--- src/hw/rtl/qcmd_pkg.sv ---
`default_nettype none
// ----------------------------------------------------------------------------
// qcmd_pkg
// Shared types, constants and helpers for the quadrature counter and
// motor drive block.
// ----------------------------------------------------------------------------
package qcmd_pkg;

    // block dimensions
    localparam int NUM_ENCODERS = 6;
    localparam int NUM_MOTORS   = 3;
    localparam int COUNT_WIDTH  = 16;

    // fixed field widths
    localparam int FIELD_W   = 16;
    localparam int GAIN_W    = 16;
    localparam int WDOG_W    = 20;
    localparam int CFG_IDX_W = 2;
    localparam int CFG_DAT_W = 20;
    localparam int INDEX_W   = 3;

    // number of counters that have a preset field
    localparam int PRESET_NUM = 6;

    // duty midpoint and the rounding bias added to the Q8 product
    localparam logic [FIELD_W-1:0] DUTY_MID  = 16'h8000;
    localparam logic signed [33:0] DUTY_BIAS = 34'sd8388736;

    // host command that presets the counters
    localparam logic signed [FIELD_W-1:0] HOST_CMD_PRESET = 16'sd1;

    // transition table, indexed by {previous state, current state}
    // where a state is {A, B}; marks the entries that step up or down
    localparam logic [15:0] STEP_UP_MASK = 16'h4182;
    localparam logic [15:0] STEP_DN_MASK = 16'h2814;

    // item kinds
    typedef enum logic [1:0] {
        ACT_PIN    = 2'd0,
        ACT_HOST   = 2'd1,
        ACT_BUTTON = 2'd2,
        ACT_TICK   = 2'd3
    } t_action;

    // configuration register indexes
    typedef enum logic [CFG_IDX_W-1:0] {
        CFG_DUTY_GAIN      = 2'd0,
        CFG_WATCHDOG_TICKS = 2'd1,
        CFG_COUNT_REVERSE  = 2'd2
    } t_cfg_idx;

    // configuration register set
    typedef struct packed {
        logic [GAIN_W-1:0] duty_gain;
        logic [WDOG_W-1:0] watchdog_ticks;
        logic              count_reverse;
    } t_cfg;

    // control for the update of the state by one beat
    typedef struct packed {
        logic    fire;
        t_action action;
        logic    preset;
    } t_step_ctl;

    typedef logic signed [COUNT_WIDTH-1:0] t_count;
    typedef logic signed [FIELD_W-1:0]     t_field;

    // preset field to counter width, sign extended or truncated
    function automatic t_count qcmd_preset(input t_field v);
        return COUNT_WIDTH'(v);
    endfunction

    // counter to the 16-bit report, sign extended or truncated
    function automatic t_field qcmd_count_out(input t_count c);
        return FIELD_W'(c);
    endfunction

endpackage

`default_nettype wire

--- src/hw/rtl/quadrature_counter_motor_drive.sv ---
`default_nettype none
// ----------------------------------------------------------------------------
// quadrature_counter_motor_drive
// Six-channel x4 quadrature counter with a host-driven motor current
// interface, one result beat per input beat.
// ----------------------------------------------------------------------------
// Pipeline: an accepted beat passes the input register, then the result
// register, which holds its result.
// Throughput: one beat per cycle unless the result side stalls; the per-motor
// duty multiply-adds and the counter update sit in the one stage between them.
// Reset is synchronous and active low: counters, flags, watchdog and valids
// clear, duties go to the midpoint and configuration takes its reset values.
module quadrature_counter_motor_drive (
    input  wire logic                                  i_clk,
    input  wire logic                                  i_rst_n,
    // configuration
    input  wire logic                                  i_cfg_wr_en,
    input  wire logic [qcmd_pkg::CFG_IDX_W-1:0]        i_cfg_index,
    input  wire logic [qcmd_pkg::CFG_DAT_W-1:0]        i_cfg_data,
    // input channel
    input  wire logic                                  i_in_valid,
    output logic                                       o_in_stall,
    input  wire logic [1:0]                            i_action,
    input  wire logic [qcmd_pkg::INDEX_W-1:0]          i_encoder_index,
    input  wire logic                                  i_encoder_phase,
    input  wire logic                                  i_pin_level,
    input  wire logic signed [qcmd_pkg::FIELD_W-1:0]   i_current_a,
    input  wire logic signed [qcmd_pkg::FIELD_W-1:0]   i_current_b,
    input  wire logic signed [qcmd_pkg::FIELD_W-1:0]   i_current_c,
    input  wire logic signed [qcmd_pkg::FIELD_W-1:0]   i_host_command,
    input  wire logic signed [qcmd_pkg::FIELD_W-1:0]   i_preset_0,
    input  wire logic signed [qcmd_pkg::FIELD_W-1:0]   i_preset_1,
    input  wire logic signed [qcmd_pkg::FIELD_W-1:0]   i_preset_2,
    // result channel
    output logic                                       o_out_valid,
    input  wire logic                                  i_out_stall,
    output logic signed [qcmd_pkg::FIELD_W-1:0]        o_count_0,
    output logic signed [qcmd_pkg::FIELD_W-1:0]        o_count_1,
    output logic signed [qcmd_pkg::FIELD_W-1:0]        o_count_2,
    output logic signed [qcmd_pkg::FIELD_W-1:0]        o_count_3,
    output logic signed [qcmd_pkg::FIELD_W-1:0]        o_count_4,
    output logic signed [qcmd_pkg::FIELD_W-1:0]        o_count_5,
    output logic                                       o_calibration_request,
    output logic [qcmd_pkg::FIELD_W-1:0]               o_duty_a,
    output logic [qcmd_pkg::FIELD_W-1:0]               o_duty_b,
    output logic [qcmd_pkg::FIELD_W-1:0]               o_duty_c,
    output logic                                       o_drive_enable
);
    import qcmd_pkg::*;

    localparam int NUM_CNT_OUT  = 6;
    localparam int NUM_DUTY_OUT = 3;

    // configuration registers
    t_cfg r_cfg;

    // input register
    logic               r_in_valid;
    t_action            r_action;
    logic [INDEX_W-1:0] r_index;
    logic               r_phase;
    logic               r_level;
    t_field             r_cur  [NUM_DUTY_OUT];
    t_field             r_cmd;
    t_field             r_pre  [PRESET_NUM];

    // result register
    logic               r_out_valid;
    t_field             r_cnt_out [NUM_CNT_OUT];
    logic [FIELD_W-1:0] r_duty_out[NUM_DUTY_OUT];
    logic               r_cal_out;
    logic               r_en_out;

    logic               w_accept;
    logic               w_fire;
    t_step_ctl          w_ctl;
    t_field             w_currents[NUM_MOTORS];
    t_count             w_counts  [NUM_ENCODERS];
    logic [FIELD_W-1:0] w_duties  [NUM_MOTORS];
    logic               w_enable;
    logic               w_button;
    t_field             w_cnt_rep [NUM_CNT_OUT];
    logic [FIELD_W-1:0] w_duty_rep[NUM_DUTY_OUT];

    // configuration writes
    always_ff @(posedge i_clk) begin
        if (!i_rst_n) begin
            r_cfg.duty_gain      <= GAIN_W'(2237);
            r_cfg.watchdog_ticks <= WDOG_W'(500);
            r_cfg.count_reverse  <= 1'b1;
        end else if (i_cfg_wr_en) begin
            unique case (t_cfg_idx'(i_cfg_index))
                CFG_DUTY_GAIN:      r_cfg.duty_gain      <= i_cfg_data[GAIN_W-1:0];
                CFG_WATCHDOG_TICKS: r_cfg.watchdog_ticks <= i_cfg_data[WDOG_W-1:0];
                CFG_COUNT_REVERSE:  r_cfg.count_reverse  <= i_cfg_data[0];
                default: begin
                end
            endcase
        end
    end

    // handshake: a beat moves on when the result register is free or leaving
    assign w_fire     = r_in_valid && !(r_out_valid && i_out_stall);
    assign o_in_stall = r_in_valid && r_out_valid && i_out_stall;
    assign w_accept   = i_in_valid && !o_in_stall;

    always_ff @(posedge i_clk) begin
        if (!i_rst_n) begin
            r_in_valid <= 1'b0;
        end else if (w_accept) begin
            r_in_valid <= 1'b1;
        end else if (w_fire) begin
            r_in_valid <= 1'b0;
        end
    end

    // input payload
    always_ff @(posedge i_clk) begin
        if (w_accept) begin
            r_action <= t_action'(i_action);
            r_index  <= i_encoder_index;
            r_phase  <= i_encoder_phase;
            r_level  <= i_pin_level;
            r_cur[0] <= i_current_a;
            r_cur[1] <= i_current_b;
            r_cur[2] <= i_current_c;
            r_cmd    <= i_host_command;
            r_pre[0] <= i_preset_0;
            r_pre[1] <= i_preset_1;
            r_pre[2] <= i_preset_2;
            r_pre[3] <= i_current_a;
            r_pre[4] <= i_current_b;
            r_pre[5] <= i_current_c;
        end
    end

    // step control for the state units
    always_comb begin
        w_ctl.fire   = w_fire;
        w_ctl.action = r_action;
        w_ctl.preset = (r_cmd == HOST_CMD_PRESET);
    end

    for (genvar m = 0; m < NUM_MOTORS; m++) begin : g_cur
        assign w_currents[m] = r_cur[m];
    end

    qcmd_decoder u_decoder (
        .i_clk     (i_clk),
        .i_rst_n   (i_rst_n),
        .i_ctl     (w_ctl),
        .i_reverse (r_cfg.count_reverse),
        .i_index   (r_index),
        .i_phase   (r_phase),
        .i_level   (r_level),
        .i_presets (r_pre),
        .o_counts  (w_counts)
    );

    qcmd_drive u_drive (
        .i_clk      (i_clk),
        .i_rst_n    (i_rst_n),
        .i_ctl      (w_ctl),
        .i_cfg      (r_cfg),
        .i_currents (w_currents),
        .o_duties   (w_duties),
        .o_enable   (w_enable),
        .o_button   (w_button)
    );

    // report values, missing channels read zero and missing motors midpoint
    for (genvar c = 0; c < NUM_CNT_OUT; c++) begin : g_cnt_rep
        if (c < NUM_ENCODERS) begin : g_have
            assign w_cnt_rep[c] = qcmd_count_out(w_counts[c]);
        end else begin : g_none
            assign w_cnt_rep[c] = '0;
        end
    end
    for (genvar d = 0; d < NUM_DUTY_OUT; d++) begin : g_duty_rep
        if (d < NUM_MOTORS) begin : g_have
            assign w_duty_rep[d] = w_duties[d];
        end else begin : g_none
            assign w_duty_rep[d] = DUTY_MID;
        end
    end

    // result register
    always_ff @(posedge i_clk) begin
        if (!i_rst_n) begin
            r_out_valid <= 1'b0;
        end else if (w_fire) begin
            r_out_valid <= 1'b1;
        end else if (!i_out_stall) begin
            r_out_valid <= 1'b0;
        end
    end

    always_ff @(posedge i_clk) begin
        if (w_fire) begin
            r_cnt_out  <= w_cnt_rep;
            r_duty_out <= w_duty_rep;
            r_cal_out  <= w_button;
            r_en_out   <= w_enable;
        end
    end

    assign o_out_valid           = r_out_valid;
    assign o_count_0             = r_cnt_out[0];
    assign o_count_1             = r_cnt_out[1];
    assign o_count_2             = r_cnt_out[2];
    assign o_count_3             = r_cnt_out[3];
    assign o_count_4             = r_cnt_out[4];
    assign o_count_5             = r_cnt_out[5];
    assign o_calibration_request = r_cal_out;
    assign o_duty_a              = r_duty_out[0];
    assign o_duty_b              = r_duty_out[1];
    assign o_duty_c              = r_duty_out[2];
    assign o_drive_enable        = r_en_out;

`ifndef SYNTH
    // the input side only stalls with a beat waiting behind a held result
    a_stall_cause: assert property (@(posedge i_clk) disable iff (!i_rst_n)
        o_in_stall |-> (r_in_valid && r_out_valid))
        else $error("input stalled without a waiting beat");
    // a beat that moves on always shows up as a result
    a_fire_result: assert property (@(posedge i_clk) disable iff (!i_rst_n)
        w_fire |=> o_out_valid)
        else $error("fired beat produced no result");
    // a reported disabled drive reports midpoint duties
    a_off_mid: assert property (@(posedge i_clk) disable iff (!i_rst_n)
        (o_out_valid && !o_drive_enable) |->
            (o_duty_a == DUTY_MID && o_duty_b == DUTY_MID && o_duty_c == DUTY_MID))
        else $error("disabled drive reports non-midpoint duty");
`endif

endmodule

`default_nettype wire

--- src/hw/rtl/qcmd_decoder.sv ---
`default_nettype none
// ----------------------------------------------------------------------------
// qcmd_decoder
// Bank of x4 quadrature channels: pin levels, last phase state and
// position counters, with preset from the host.
// ----------------------------------------------------------------------------
module qcmd_decoder (
    input  wire logic                                   i_clk,
    input  wire logic                                   i_rst_n,
    input  wire qcmd_pkg::t_step_ctl                    i_ctl,
    input  wire logic                                   i_reverse,
    input  wire logic [qcmd_pkg::INDEX_W-1:0]           i_index,
    input  wire logic                                   i_phase,
    input  wire logic                                   i_level,
    input  wire qcmd_pkg::t_field                       i_presets [qcmd_pkg::PRESET_NUM],
    output qcmd_pkg::t_count                            o_counts  [qcmd_pkg::NUM_ENCODERS]
);
    import qcmd_pkg::*;

    logic [1:0] r_pins [NUM_ENCODERS];
    logic [1:0] r_last [NUM_ENCODERS];
    logic       r_seen [NUM_ENCODERS];
    t_count     r_count[NUM_ENCODERS];
    logic [1:0] n_pins [NUM_ENCODERS];
    logic [1:0] n_last [NUM_ENCODERS];
    logic       n_seen [NUM_ENCODERS];
    t_count     n_count[NUM_ENCODERS];

    for (genvar g = 0; g < NUM_ENCODERS; g++) begin : g_chan
        logic       w_hit;
        logic [1:0] w_cur;
        logic [1:0] w_prev;
        logic [3:0] w_idx;
        logic       w_up;
        logic       w_dn;
        t_count     w_preset;

        // preset source, counters past the preset fields keep their count
        if (g < PRESET_NUM) begin : g_pre
            assign w_preset = qcmd_preset(i_presets[g]);
        end else begin : g_nopre
            assign w_preset = r_count[g];
        end

        // new pin levels, phase A is the high bit of the state
        always_comb begin
            w_hit = i_ctl.fire && (i_ctl.action == ACT_PIN)
                    && (i_index == INDEX_W'(g));
            w_cur = r_pins[g];
            if (i_phase) begin
                w_cur[0] = i_level;
            end else begin
                w_cur[1] = i_level;
            end
            w_prev = r_seen[g] ? r_last[g] : w_cur;
            w_idx  = {w_prev, w_cur};
            w_up   = i_reverse ? STEP_UP_MASK[w_idx] : STEP_DN_MASK[w_idx];
            w_dn   = i_reverse ? STEP_DN_MASK[w_idx] : STEP_UP_MASK[w_idx];
        end

        // next channel state
        always_comb begin
            n_pins[g]  = r_pins[g];
            n_last[g]  = r_last[g];
            n_seen[g]  = r_seen[g];
            n_count[g] = r_count[g];
            if (w_hit) begin
                n_pins[g] = w_cur;
                n_last[g] = w_cur;
                n_seen[g] = 1'b1;
                if (w_up) begin
                    n_count[g] = r_count[g] + t_count'(1);
                end else if (w_dn) begin
                    n_count[g] = r_count[g] - t_count'(1);
                end
            end else if (i_ctl.fire && (i_ctl.action == ACT_HOST) && i_ctl.preset) begin
                n_count[g] = w_preset;
            end
        end

        always_ff @(posedge i_clk) begin
            if (!i_rst_n) begin
                r_pins[g]  <= '0;
                r_last[g]  <= '0;
                r_seen[g]  <= 1'b0;
                r_count[g] <= '0;
            end else begin
                r_pins[g]  <= n_pins[g];
                r_last[g]  <= n_last[g];
                r_seen[g]  <= n_seen[g];
                r_count[g] <= n_count[g];
            end
        end

        assign o_counts[g] = n_count[g];
    end

`ifndef SYNTH
    for (genvar a = 0; a < NUM_ENCODERS; a++) begin : g_chk
        // a channel that never moved has recorded no state
        a_unseen_clear: assert property (@(posedge i_clk) disable iff (!i_rst_n)
            !r_seen[a] |-> (r_last[a] == 2'b00 && r_pins[a] == 2'b00))
            else $error("unseen channel holds a phase state");
        // after a pin beat the last state follows the pins
        a_last_tracks: assert property (@(posedge i_clk) disable iff (!i_rst_n)
            r_seen[a] |-> (r_last[a] == r_pins[a]))
            else $error("last phase state differs from pin levels");
    end
    // a pin beat for channel 0 marks it as seen
    a_hit_seen: assert property (@(posedge i_clk) disable iff (!i_rst_n)
        (i_ctl.fire && i_ctl.action == ACT_PIN && i_index == '0) |=> r_seen[0])
        else $error("channel not marked after pin beat");
`endif

endmodule

`default_nettype wire

--- src/hw/rtl/qcmd_drive.sv ---
`default_nettype none
// ----------------------------------------------------------------------------
// qcmd_drive
// Motor drive state: current to duty scaling with saturation, drive
// enable, tick watchdog and the calibration flag.
// ----------------------------------------------------------------------------
module qcmd_drive (
    input  wire logic                               i_clk,
    input  wire logic                               i_rst_n,
    input  wire qcmd_pkg::t_step_ctl                i_ctl,
    input  wire qcmd_pkg::t_cfg                     i_cfg,
    input  wire qcmd_pkg::t_field                   i_currents [qcmd_pkg::NUM_MOTORS],
    output logic [qcmd_pkg::FIELD_W-1:0]            o_duties   [qcmd_pkg::NUM_MOTORS],
    output logic                                    o_enable,
    output logic                                    o_button
);
    import qcmd_pkg::*;

    logic [FIELD_W-1:0] r_duty [NUM_MOTORS];
    logic [FIELD_W-1:0] n_duty [NUM_MOTORS];
    logic [FIELD_W-1:0] w_scaled[NUM_MOTORS];
    logic [WDOG_W-1:0]  r_wdog;
    logic [WDOG_W-1:0]  n_wdog;
    logic               r_enable;
    logic               n_enable;
    logic               r_button;
    logic               n_button;

    // milliamps times gain in Q8, rounded and clamped to the duty range
    for (genvar m = 0; m < NUM_MOTORS; m++) begin : g_scale
        logic signed [32:0] w_prod;
        logic signed [33:0] w_sum;
        always_comb begin
            w_prod = 33'(i_currents[m]) * $signed(33'({1'b0, i_cfg.duty_gain}));
            w_sum  = 34'(w_prod) + DUTY_BIAS;
            if (w_sum[33]) begin
                w_scaled[m] = '0;
            end else if (|w_sum[32:24]) begin
                w_scaled[m] = '1;
            end else begin
                w_scaled[m] = w_sum[23:8];
            end
        end
    end

    // next drive state
    always_comb begin
        n_duty   = r_duty;
        n_wdog   = r_wdog;
        n_enable = r_enable;
        n_button = r_button;
        if (i_ctl.fire) begin
            unique case (i_ctl.action)
                ACT_HOST: begin
                    n_enable = 1'b1;
                    n_wdog   = i_cfg.watchdog_ticks;
                    if (i_ctl.preset) begin
                        n_button = 1'b0;
                        for (int m = 0; m < NUM_MOTORS; m++) n_duty[m] = DUTY_MID;
                    end else begin
                        n_duty = w_scaled;
                    end
                end
                ACT_BUTTON: begin
                    n_button = 1'b1;
                end
                ACT_TICK: begin
                    if (r_enable) begin
                        if (r_wdog <= WDOG_W'(1)) begin
                            n_wdog   = '0;
                            n_enable = 1'b0;
                            for (int m = 0; m < NUM_MOTORS; m++) n_duty[m] = DUTY_MID;
                        end else begin
                            n_wdog = r_wdog - WDOG_W'(1);
                        end
                    end
                end
                ACT_PIN: begin
                end
                default: begin
                end
            endcase
        end
    end

    always_ff @(posedge i_clk) begin
        if (!i_rst_n) begin
            for (int m = 0; m < NUM_MOTORS; m++) r_duty[m] <= DUTY_MID;
            r_wdog   <= '0;
            r_enable <= 1'b0;
            r_button <= 1'b0;
        end else begin
            r_duty   <= n_duty;
            r_wdog   <= n_wdog;
            r_enable <= n_enable;
            r_button <= n_button;
        end
    end

    assign o_duties = n_duty;
    assign o_enable = n_enable;
    assign o_button = n_button;

`ifndef SYNTH
    // a running watchdog implies the drive is enabled
    a_wdog_enable: assert property (@(posedge i_clk) disable iff (!i_rst_n)
        (r_wdog != '0) |-> r_enable)
        else $error("watchdog running while drive disabled");
    // a disabled drive holds the first duty at the midpoint
    a_off_mid: assert property (@(posedge i_clk) disable iff (!i_rst_n)
        !r_enable |-> (r_duty[0] == DUTY_MID))
        else $error("duty off midpoint while drive disabled");
    // a host beat enables the drive
    a_host_en: assert property (@(posedge i_clk) disable iff (!i_rst_n)
        (i_ctl.fire && i_ctl.action == ACT_HOST) |=> r_enable)
        else $error("host beat did not enable drive");
`endif

endmodule

`default_nettype wire

--- config.mk ---
export PLATFORM = sky130hd
export DESIGN_NAME = quadrature_counter_motor_drive
export DESIGN_NICKNAME = d
export VERILOG_FILES = /design/src/hw/rtl/qcmd_pkg.sv /design/src/hw/rtl/quadrature_counter_motor_drive.sv /design/src/hw/rtl/qcmd_decoder.sv /design/src/hw/rtl/qcmd_drive.sv
export SDC_FILE = /design/constraint.sdc
export NUM_CORES = 2
export LEC_CHECK = 0
export BUFFER_PORTS_ARGS = -buffer_cell sky130_fd_sc_hd__buf_4
export CELL_PAD_IN_SITES_DETAIL_PLACEMENT = 2
export CELL_PAD_IN_SITES_GLOBAL_PLACEMENT = 2
export CORE_UTILIZATION = 43
export CTS_CLUSTER_SIZE = 16
export DETAILED_ROUTE_END_ITERATION = 8
export PLACE_DENSITY_LB_ADDON = 0.1
export RECOVER_POWER = 25
export SKIP_CTS_REPAIR_TIMING = 1
export SYNTH_ARGS = -nofsm -noshare
export SYNTH_HDL_FRONTEND = slang
export SYNTH_SLANG_ARGS = --single-unit
--- constraint.sdc ---
create_clock -name i_clk -period 16.7 [get_ports i_clk]
set_input_delay 4.175 -clock i_clk [delete_from_list [all_inputs] [get_ports i_clk]]
set_output_delay 4.175 -clock i_clk [all_outputs]
set_load 0.02 [all_outputs]
==> metrics.yaml <==
critPathKind: "in -> reg"
dpl.hpwl_um: 131000
crit_top_cell: "clkbuf_1"
power_leakage_nw: 24.6
avgSynthCellArea_um2: 9.16
async_reset_ff_share_pct: 0
rsz0062_at_grt: "false"
swShare_pct: 51.5
critical_path_depth: 10
utilization_pct: 48.2
final_nets: 6615
clk_pin_slew_worst_paths_ns: 0.06
relSlewSlack_pct: -96.1
critPathLaunchType: "input pin"
clk_path_buf_depth: 3
r2r-end: "o_duty_b[1]"
drv_cap: 8
cp_slowest_stage_delay_ns: 1.99
core.rowCount: 123
max_clock_freq_mhz: 96.2
p_clk_share_pct: 13.9
grt.overflow.total: 0
post-route-min-period_ns: 10.39
synth_cell_types: 101
path_delay_family: "buffers and inverters"
clock-sinks: 488
routabilityCongestion: 0.841
end_kind: "flop"
layout-drive-gt1-share_pct: 9.18
vias: 40400
synthCells: 5360
critPathBufInv: 3
die-area_mm2: 0.116
grt_max_degree: 55
die_w_um: 340
setup_slack_ns: 6.31
total_power_mw: 9.08
critical_path_required_ns: 17.27
combPwrFrac_pct: 70.9
dp_slack_ns: 7.80
crit_end: "u_decoder.r_count[1][1]"
wirelength_um: 176000
drtAntennaViolNets: 0
seqPwrFrac_pct: 15.3
vdd_drop_max_uv: 175
finalSetupViolations: 0
violations: "capacitance limit, slew limit"
intPower_mw: 4.40
final.setup.tns_ns: 0
postSynthNetCount: 6466
die_h_um: 340
h-tree-depth: 2
hold_class: "reg -> reg"
cts_tree: "built"
start_util_pct: 43.5
crit_start: "i_out_stall"
drt_iter0_drc: 1722
clk_latency_ns: 0.70
fin_hold_ws_ns: 0.449
grt_pass1_vias: 46800
run_status: "finished with violations"
numCtsBuffers: 57
skew_ns: 0.0308
synth_edf_count: 265
synth.cell_area_mm2: 0.0491
hold_viol: 0
power_density_mw_per_mm2: 167
routedWlPerCell_um: 25.0
cp_cell_sequence: "clkbuf_1 > a21boi_0 > clkbuf_1 > clkbuf_1 > nand3_1 > nand2_1 > nand2_1 > a22oi_1 > o21ai_0 > and2_1"
route.detailed.drc: 0
io_pins: 294
worstPathMaxFanout: 42
synth.yosys.seq_area_share_pct: 25.3
ys.flop_type: "edfxtp_1"
dp_cells: 6950
core_area_mm2: 0.113
worst_pin_slew_ns: 2.94
synthToLayoutAreaGrowth_pct: 10.9
port_buffers: 293
slew_viol_final: 265
final_cell_count_no_fill: 7065
via_per_inst: 5.72
ys_ff_latch: 488
layout_worst_path_cycle_share_pct: 62.2
grt_usage_pct: 30.5
crit_path_top_delay_cell: "clkbuf_1"
final_area_mm2: 0.0544
reg2reg_from: "r_cfg[28]"
reg2reg_depth: 23
worstPathArrival_ns: 10.96
reg2reg_setup_slack_ns: 7.87
power_switching_mw: 4.68
yosys_warnings: 0
grt_pass1_wl_um: 273000
drtPass1Iterations: 5
placed_area_mm2: 0.0526
cts-root-buf: "clkbuf_16"
antenna_found_initial: 9
-- routing by layer --
layer / vias up / share of wire [%] / global-route usage, %
met2: 851 / 52 / 56.0
li1: 17900 / - / -
met5: - / 0.040 / 0
met3: 330 / 3.9 / 3.57
met1: 21300 / 40 / 36.2
met4: 10 / 3.8 / 11.8
-- placed cells by master, fill, tap and decap left out, types with 25 or more instances in the layout --
cell and instances:
a21o_1 28, a21oi_1 240, a22oi_1 38, and2_1 462, and3_1 40, buf_4 223
clkbuf_1 34, clkbuf_16 58, clkbuf_4 112, dfxtp_1 212, edfxtp_1 265, fa_1 582
ha_1 378, inv_1 825, mux2i_1 42, nand2_1 677, nand2b_1 31, nand3_1 95
nand4_1 48, nor2_1 236, nor3_1 71, nor4_1 37, o211ai_1 25, o21a_1 31
o21ai_0 132, o21ai_1 86, or3_1 36, xnor2_1 42, xor2_1 34
-- sequential cells by signal, indices dropped and copies added, names as in the netlist, 20 cells and up --
signal / count
r_cfg: 37
u_drive.r_wdog: 20
r_pre: 94
u_drive.r_duty: 48
u_decoder.r_count: 96
-- synth_stat cells, drive strengths merged (47+ instances only) --
| cell | instances | area share, % |
|---|---|---|
| nand4 | 48 | 0.61 |
| nand3 | 95 | 0.97 |
| nand2 | 678 | 5.2 |
| nor2 | 237 | 1.8 |
| clkbuf | 238 | 1.8 |
| inv | 826 | 6.3 |
| dfxtp | 223 | 9.1 |
| nor3 | 82 | 0.95 |
| fa | 582 | 24 |
| and2 | 464 | 5.9 |
| o21ai | 218 | 2.2 |
| edfxtp | 265 | 16 |
| nor4 | 47 | 0.87 |
| ha | 378 | 9.6 |
| a21oi | 241 | 2.5 |
-- tightest hold or removal path, cell delays in order (launching register included) --
cell and delay [ns]:
dfxtp_1 0.31, nand2_1 0.05, o21ai_1 0.05
-- power groups by stage --
stage / logic, mW / clock network [mW] / registers (mW)
3_5_place_dp: 6.48 / 0 / 1.41
3_3_place_gp: 6.25 / 0 / 1.41
2_1_floorplan: 4.44 / 0 / 1.39
6_report: 6.44 / 1.26 / 1.39
4_1_cts: 6.55 / 1.28 / 1.39
5_1_grt: 7.10 / 1.32 / 1.39
-- how the worst min path moves through the flow --
stage,start,endpoint,slack (ns),cells after the start
CTS,u_drive.r_duty[18],u_drive.r_duty[18],0.45,2
floorplan,u_drive.r_duty[34],u_drive.r_duty[34],0.42,2
global route,r_cfg[16],r_cfg[16],0.48,2
detailed placement,u_drive.r_duty[18],u_drive.r_duty[18],0.45,2
global placement,u_drive.r_duty[35],u_drive.r_duty[35],0.44,2
finish,u_drive.r_duty[18],u_drive.r_duty[18],0.45,2
-- cell type report --
type,instances,area (um^2)
Antenna cell,7,17.5
Clock buffer,84,1620
Clock inverter,24,214
Fill cell,12200,58400
Inverter,827,3110
Multi-Input combinational cell,3785,32600
Sequential cell,488,12400
Tap cell,1500,1880
Timing Repair Buffer,350,2570
-- cell families (layout without fill, tap and decap cells) --
kind of cell	Yosys count	after routing	synth area share [%]
XOR/XNOR	77	77	1.37
adder cells (fa/ha/maj)	960	960	33.4
buffers and inverters	1087	1285	8.39
other	0	7	0
flip-flops	488	488	25.3
AND/OR/NAND/NOR	1851	1851	19.1
AO/OA/AOI/OAI	839	839	11.0
multiplexers	58	58	1.36
(Power assumes the default switching activity.)
